File: src/rtl/sbq_pkg.sv
// ----------------------------------------------------------------------------
// sbq_pkg
// Shared types and constants for the stereo biquad filter: item payloads,
// coefficient set, register indexes and reset values.
// ----------------------------------------------------------------------------
package sbq_pkg;

    // Sample and history widths
    localparam int SAMPLE_W = 16;   // PCM sample
    localparam int COEF_W   = 32;   // Q4.28 coefficient
    localparam int HIST_W   = 48;   // Q32.16 output history
    localparam int CFG_IDX_W = 3;

    // Configuration register indexes
    typedef enum logic [CFG_IDX_W-1:0] {
        CFG_B0 = 3'd0,
        CFG_B1 = 3'd1,
        CFG_B2 = 3'd2,
        CFG_A1 = 3'd3,
        CFG_A2 = 3'd4
    } t_cfg_idx;

    // Coefficient reset values (b0 = 1.0, all others 0)
    localparam logic signed [COEF_W-1:0] COEF_B0_RESET = 32'sh1000_0000;
    localparam logic signed [COEF_W-1:0] COEF_ZERO     = 32'sh0000_0000;

    // Shared coefficient set
    typedef struct packed {
        logic signed [COEF_W-1:0] b0;
        logic signed [COEF_W-1:0] b1;
        logic signed [COEF_W-1:0] b2;
        logic signed [COEF_W-1:0] a1;
        logic signed [COEF_W-1:0] a2;
    } t_coefs;

    // Input item: one stereo frame
    typedef struct packed {
        logic signed [SAMPLE_W-1:0] left_sample;
        logic signed [SAMPLE_W-1:0] right_sample;
    } t_in_item;

    // Result item: one filtered stereo frame
    typedef struct packed {
        logic signed [SAMPLE_W-1:0] left_filtered;
        logic signed [SAMPLE_W-1:0] right_filtered;
    } t_out_item;

endpackage

File: src/rtl/sbq_coef_regs.sv
// ----------------------------------------------------------------------------
// sbq_coef_regs
// Coefficient register file. Five Q4.28 registers written through a plain
// write port; writes to unused indexes are dropped.
// ----------------------------------------------------------------------------
module sbq_coef_regs
    import sbq_pkg::*;
(
    input  logic                 i_clk,
    input  logic                 i_rst_n,
    input  logic                 i_cfg_we,
    input  logic [CFG_IDX_W-1:0] i_cfg_idx,
    input  logic [COEF_W-1:0]    i_cfg_data,
    output t_coefs               o_coefs
);

    t_coefs r_coefs;

    // Register writes
    always_ff @(posedge i_clk) begin
        if (!i_rst_n) begin
            r_coefs.b0 <= COEF_B0_RESET;
            r_coefs.b1 <= COEF_ZERO;
            r_coefs.b2 <= COEF_ZERO;
            r_coefs.a1 <= COEF_ZERO;
            r_coefs.a2 <= COEF_ZERO;
        end else if (i_cfg_we) begin
            case (t_cfg_idx'(i_cfg_idx))
                CFG_B0:  r_coefs.b0 <= $signed(i_cfg_data);
                CFG_B1:  r_coefs.b1 <= $signed(i_cfg_data);
                CFG_B2:  r_coefs.b2 <= $signed(i_cfg_data);
                CFG_A1:  r_coefs.a1 <= $signed(i_cfg_data);
                CFG_A2:  r_coefs.a2 <= $signed(i_cfg_data);
                default: ;  // unused index, ignore
            endcase
        end
    end

    assign o_coefs = r_coefs;

endmodule

File: config.mk
export PLATFORM = sky130hd
export DESIGN_NAME = sbq_coef_regs
export DESIGN_NICKNAME = d
export VERILOG_FILES = /design/src/rtl/sbq_pkg.sv /design/src/rtl/sbq_coef_regs.sv
export SDC_FILE = /design/constraint.sdc
export NUM_CORES = 1
export LEC_CHECK = 0
export BUFFER_PORTS_ARGS = -buffer_cell sky130_fd_sc_hd__buf_2
export CAP_MARGIN = 10
export CELL_PAD_IN_SITES_DETAIL_PLACEMENT = 0
export CELL_PAD_IN_SITES_GLOBAL_PLACEMENT = 1
export CORE_MARGIN = 10
export CORE_UTILIZATION = 34
export CTS_CLUSTER_DIAMETER = 150
export DETAILED_ROUTE_END_ITERATION = 12
export GPL_TIMING_DRIVEN = 0
export PLACE_DENSITY = 0.76
export SYNTH_ARGS = -nofsm -noshare
export SYNTH_HDL_FRONTEND = slang
export SYNTH_SLANG_ARGS = --single-unit
export TNS_END_PERCENT = 50
File: constraint.sdc
create_clock -name i_clk -period 0.93 [get_ports i_clk]
set_input_delay 0.093 -clock i_clk [delete_from_list [all_inputs] [get_ports i_clk]]
set_output_delay 0.093 -clock i_clk [all_outputs]
set_load 0.02 [all_outputs]
Yosys cells after proc, flatten, opt, wreduce, memory -nomap -nowiden
Cells that the tools add are included.

Word-level logic and storage cells: 15. Input bits: 38. Output and inout port bits: 160. Register bits: 160.

Equal/unequal tests: 4. Reduce and logical (&&, ||, !) cells: 6.

Operators by type and width (count): $reduce_and A2 Y1 (5); $eq A3 B2 Y1 const B (2); $eq A3 B1 Y1 const B (1); $eq A3 B3 Y1 const B (1); $logic_not A3 Y1 (1).

Longest topological paths before layout
Depth after elaboration: 2. Mapped depth: 4. Depth with buffers taken out: 2.

Least setup slack after synthesis
Ideal clock, no wire load.

Path kind: input to register. From: input port i_cfg_idx[0]. To: register r_coefs, in the netlist o_coefs[129]. Data required time: 858 ps. Cell stages on the path: 3. Buffers on the path: 1. Data arrival time: 910 ps. Setup time: 72 ps. Setup slack: -51 ps. Cells stage by stage: nor4b_4 > buf_6 > mux2i_1.

Longest elaborated chain between the ends: 2.

RTL lines: start, declared (line sbq_coef_regs.sv:12) `input logic [CFG_IDX_W-1:0] i_cfg_idx,`; $logic_not A3 Y1 (line sbq_coef_regs.sv:28) `case (t_cfg_idx'(i_cfg_idx))`; $reduce_and A2 Y1 (no source line); end, declared (line sbq_coef_regs.sv:17) `t_coefs r_coefs;`.

No other way between the ends. A chain may end at the register's enable or synchronous reset.

Worst setup path in the final report
From: register r_coefs, in the netlist o_coefs[98]. To: output port o_coefs[98] in the netlist's numbering.

RTL lines: end, declared (line sbq_coef_regs.sv:14) `output t_coefs o_coefs`.

No word-level cell between the ends.

==> metrics list <==
- The flow ran to the end, but the final reports show violations.
- The checks that failed: setup timing.
- Met2 usage: between 20% and 30%
- Half-perimeter wire length of the detailed placement result: 14.0 mm
- In this run the count of I/O pins placed on the die edge is just under 200.
- STA puts the critical path data arrival time at approximately 0.9 ns.
- Clock tree from TritonCTS: yes
* Final core utilization: a little under three fifths
- The number of buffers and inverters on the critical path is 1.
- Number of cells on the worst reg-to-reg path: 4
* Hold Vio Cnt, Final: 0
- The layer flagged by global routing as most heavily used is met2.
- Area of the die: approximately 23000 µm²
- Count of cells along the worst hold path: 3
- Across all setup checks in the final design, the least slack found is -0.0656 ns.
- Worst Path Required: ~0.84 ns
* Worst slew margin: 60.7%
- Clock Latency Late Sink: roughly 0.4 ns
- Count of inserted antenna diode cells: 0
- Kind of capture point of the worst setup path: output port
- Peak supply drop: 1.28 mV
* Worst Hold Endpoint: o_coefs[0]$_SDFFE_PN0P_
- Total Negative Setup Slacks: -5.04 ns
- Clock transition time at the flip-flop clock pins of the worst setup and hold paths: 0.07 ns
- The design draws between 0.015 and 0.02 W.
* Total of max-cap violations: 0
- In this run the static leakage power is roughly 4.7 nW.
- The count of pins over their slew limit was 0.
- The clock net in this run drives a total of 160 sinks.
- Counting every instance in the synthesized netlist gives between 500 and 600.
- First DRT Iteration DRCs: 217
- After synthesis, the mean cell area works out to approximately 10 µm².
- Synthesized Nets: roughly 600
* Number of clock buffers inserted by TritonCTS: 17
* Vertical die dimension: between 150 and 200 µm
- Of all cell types, the one taking the most synthesized area is sky130_fd_sc_hd__dfxtp_1.
- Router iterations before antenna repair: 4
- The most used flip-flop cell after synthesis is sky130_fd_sc_hd__dfxtp_1.
- Total congestion overflow: 0
- Dividing the detail-routed wire length by the instance count gives 18.7 µm.
- The detail route stage leaves a number of antenna-violating nets equal to 0.
- Global routing used between 10% and 20% of the available met1 tracks.
* Via density per instance: around 4.7
- DRC violations left: 0
- The finished cells cover 9280 µm².
- Sequential elements use approximately 55% of the synthesized area.
- Entering global routing, the biggest net connects 17 pins.
- Measured along the x axis, the die boundary spans 151 µm.
* Post-route fraction of the period consumed by the critical path: 107%
* Maximum operating frequency: approximately 1 GHz
* Register-to-register path setup slack: approximately 0.11 ns
- After detailed placement, the total cell area comes to around 7100 µm².
- Routability-driven placement finished with a final weighted congestion of ~0.80.
- Subtracting the final worst setup slack from the clock period gives ~1 ns.
* Global-route total usage across every layer: between 15 and 20%
- Once the floorplan was initialized, standard cells occupied between 30% and 40% of the core.
* FF-to-FF Start: o_coefs[128]$_SDFFE_PN0P_
* Total wire length: around 20 mm
* Initial antenna violation count: 1
- Ordered cell list for the critical path: buf_6
- Commonest cells in the synthesized netlist: sky130_fd_sc_hd__nand2_1, sky130_fd_sc_hd__dfxtp_1, sky130_fd_sc_hd__mux2i_1, sky130_fd_sc_hd__clkbuf_1, sky130_fd_sc_hd__buf_4
- Slowest cell on crit path: sky130_fd_sc_hd__dfxtp_2
- After synthesis, the share of flip-flops with an asynchronous set or reset is 0%.
- Setup repair after global routing could not meet its margin everywhere.
* Setup clock skew after layout: 0 ns
* Largest delay share family, worst path: flip-flops
- The region available for standard cell placement spans ~17000 µm².
- Counting flops and latches in the post-synthesis netlist gives 160.
- Critical Path Start Type: flip-flop
- Cell at the root of the clock tree: sky130_fd_sc_hd__clkbuf_16
* Number of input and output port buffers inserted: 196
- Number of synthesized flops with an enable pin: 0
* Total via count in the routed design: roughly 4.9k
* Syn-to-layout area delta: 59.4%
- Dividing total power by cell area gives a power density of between 1500 and 2000 nW/µm².
* Flip-flop count of the largest register after layout: 160
- Most numerous cell in the Yosys netlist: sky130_fd_sc_hd__nand2_1
- The first global-routing pass estimated approximately 30 mm of wire.
- Measured slew at the worst slew-check pin: between 0.5 and 0.6 ns
* Classification of the worst-slack hold path: in -> reg
- The synthesized design devotes to its leading area cell type 55.0% of total area.
* Worst setup startpoint: o_coefs[98]$_SDFFE_PN0P_
- For met3 alone, demand over resource in global routing was under 10%.
- Placement Setup Slack: -0.476 ns
- Hold_sp: i_cfg_data[0]
* Number of H-tree branching levels: 4
* Syn. warnings: 0
* Row count: between 40 and 50
- Yosys cell types: 12
- Setup violations remaining at the end of the flow were counted as 160.
- In this run the deepest clock path goes through 2 buffers.
- In this design, the stage delay of the slowest critical-path cell is approximately 0.36 ns.
- Sorting the synthesized cells by area gives the leading types as sky130_fd_sc_hd__dfxtp_1, sky130_fd_sc_hd__mux2i_1, sky130_fd_sc_hd__nand2_1.
- For this run, the post-layout net count is ~850.
* Vias in the first global route: 5203
* Critical path fanouts, max: 2
- Area of the mapped netlist: approximately 5800 µm²
* Critical Setup Path Class: reg -> out
- The post-route netlist has a little over half of its cells at a drive strength greater than 1.
* Critical register-to-register path endpoint: o_coefs[128]$_SDFFE_PN0P_
## through the flow
stage | cells | hold slack [ns]
after floorplan | 557 | 0.259
after global placement | 973 | 0.390
after detailed placement | 973 | 0.394
after CTS | 1022 | -0.0132
after global routing | 1049 | 0.0575
final | 1049 | 0.0393
## final cells by class
| cell class | instances | area (µm²) |
|---|---|---|
| Tap cell | 220 | 275 |
| Buffer | 39 | 223 |
| Timing Repair Buffer | 240 | 2330 |
| Multi-Input combinational cell | 358 | 2400 |
| Fill cell | 1475 | 7420 |
| Sequential cell | 160 | 3400 |
| Clock buffer | 21 | 470 |
| Clock inverter | 11 | 178 |
## layout by cell type, fill, tap and decap left out
| cell | count |
|---|---|
| sky130_fd_sc_hd__nand2_1 | 191 |
| sky130_fd_sc_hd__buf_1 | 2 |
| sky130_fd_sc_hd__inv_6 | 2 |
| sky130_fd_sc_hd__buf_2 | 40 |
| sky130_fd_sc_hd__clkinv_2 | 1 |
| sky130_fd_sc_hd__nor2b_1 | 2 |
| sky130_fd_sc_hd__buf_8 | 1 |
| sky130_fd_sc_hd__dlygate4sd3_1 | 1 |
| sky130_fd_sc_hd__clkbuf_2 | 1 |
| sky130_fd_sc_hd__buf_6 | 164 |
| sky130_fd_sc_hd__nand4bb_1 | 3 |
| sky130_fd_sc_hd__clkbuf_1 | 16 |
| sky130_fd_sc_hd__clkinv_4 | 4 |
| sky130_fd_sc_hd__mux2i_1 | 160 |
| sky130_fd_sc_hd__bufinv_16 | 4 |
| sky130_fd_sc_hd__clkbuf_16 | 17 |
| sky130_fd_sc_hd__buf_4 | 55 |
| sky130_fd_sc_hd__clkbuf_8 | 3 |
| sky130_fd_sc_hd__nor4b_4 | 1 |
| sky130_fd_sc_hd__dfxtp_2 | 160 |
| sky130_fd_sc_hd__nand4b_1 | 1 |
## where the power goes
part	switching (W)	internal [W]	total (W)
combinational	0.000758	0.000590	0.00135
sequential	0.000117	0.00703	0.00715
clock	0.00285	0.00475	0.00759
total	0.00372	0.0124	0.0161
## cell families (layout without fill, tap and decap cells)
group                  count (synthesis)  count (layout)  share of synthesized area, %
multiplexers                         160             160                          27.5
flip-flops                           160             160                          55.0
AND/OR/NAND/NOR                      198             198                          13.7
buffers and inverters                 39             311                          3.80
## worst max path at each step
stage | cells after the start | slack (ns) | endpoint
after floorplan | 3 | -0.05 | o_coefs[129]$_SDFFE_PN0P_
after global placement | 4 | -0.49 | o_coefs[156]$_SDFFE_PN1P_
after detailed placement | 4 | -0.48 | o_coefs[154]$_SDFFE_PN0P_
after CTS | 1 | -0.08 | o_coefs[96]
after global routing | 1 | -0.09 | o_coefs[2]
final | 1 | -0.07 | o_coefs[98]
## routing by layer
| layer | vias to the layer above | wire length, µm |
|---|---|---|
| met5 | - | 0 |
| met1 | 2423 | 8070 |
| met4 | 0 | 265 |
| li1 | 2361 | - |
| met3 | 19 | 1460 |
| met2 | 136 | 9850 |
## repair_timing
item / in CTS / in global routing
hold endpoints to repair: 3 / 0
resized for setup: 485 / 2
pin swaps: 1 / 1
setup buffers: 16 / 27
hold buffers: 1 / 0
setup endpoints to repair: 184 / 190
Note: power is estimated with default switching activity, not from simulation.
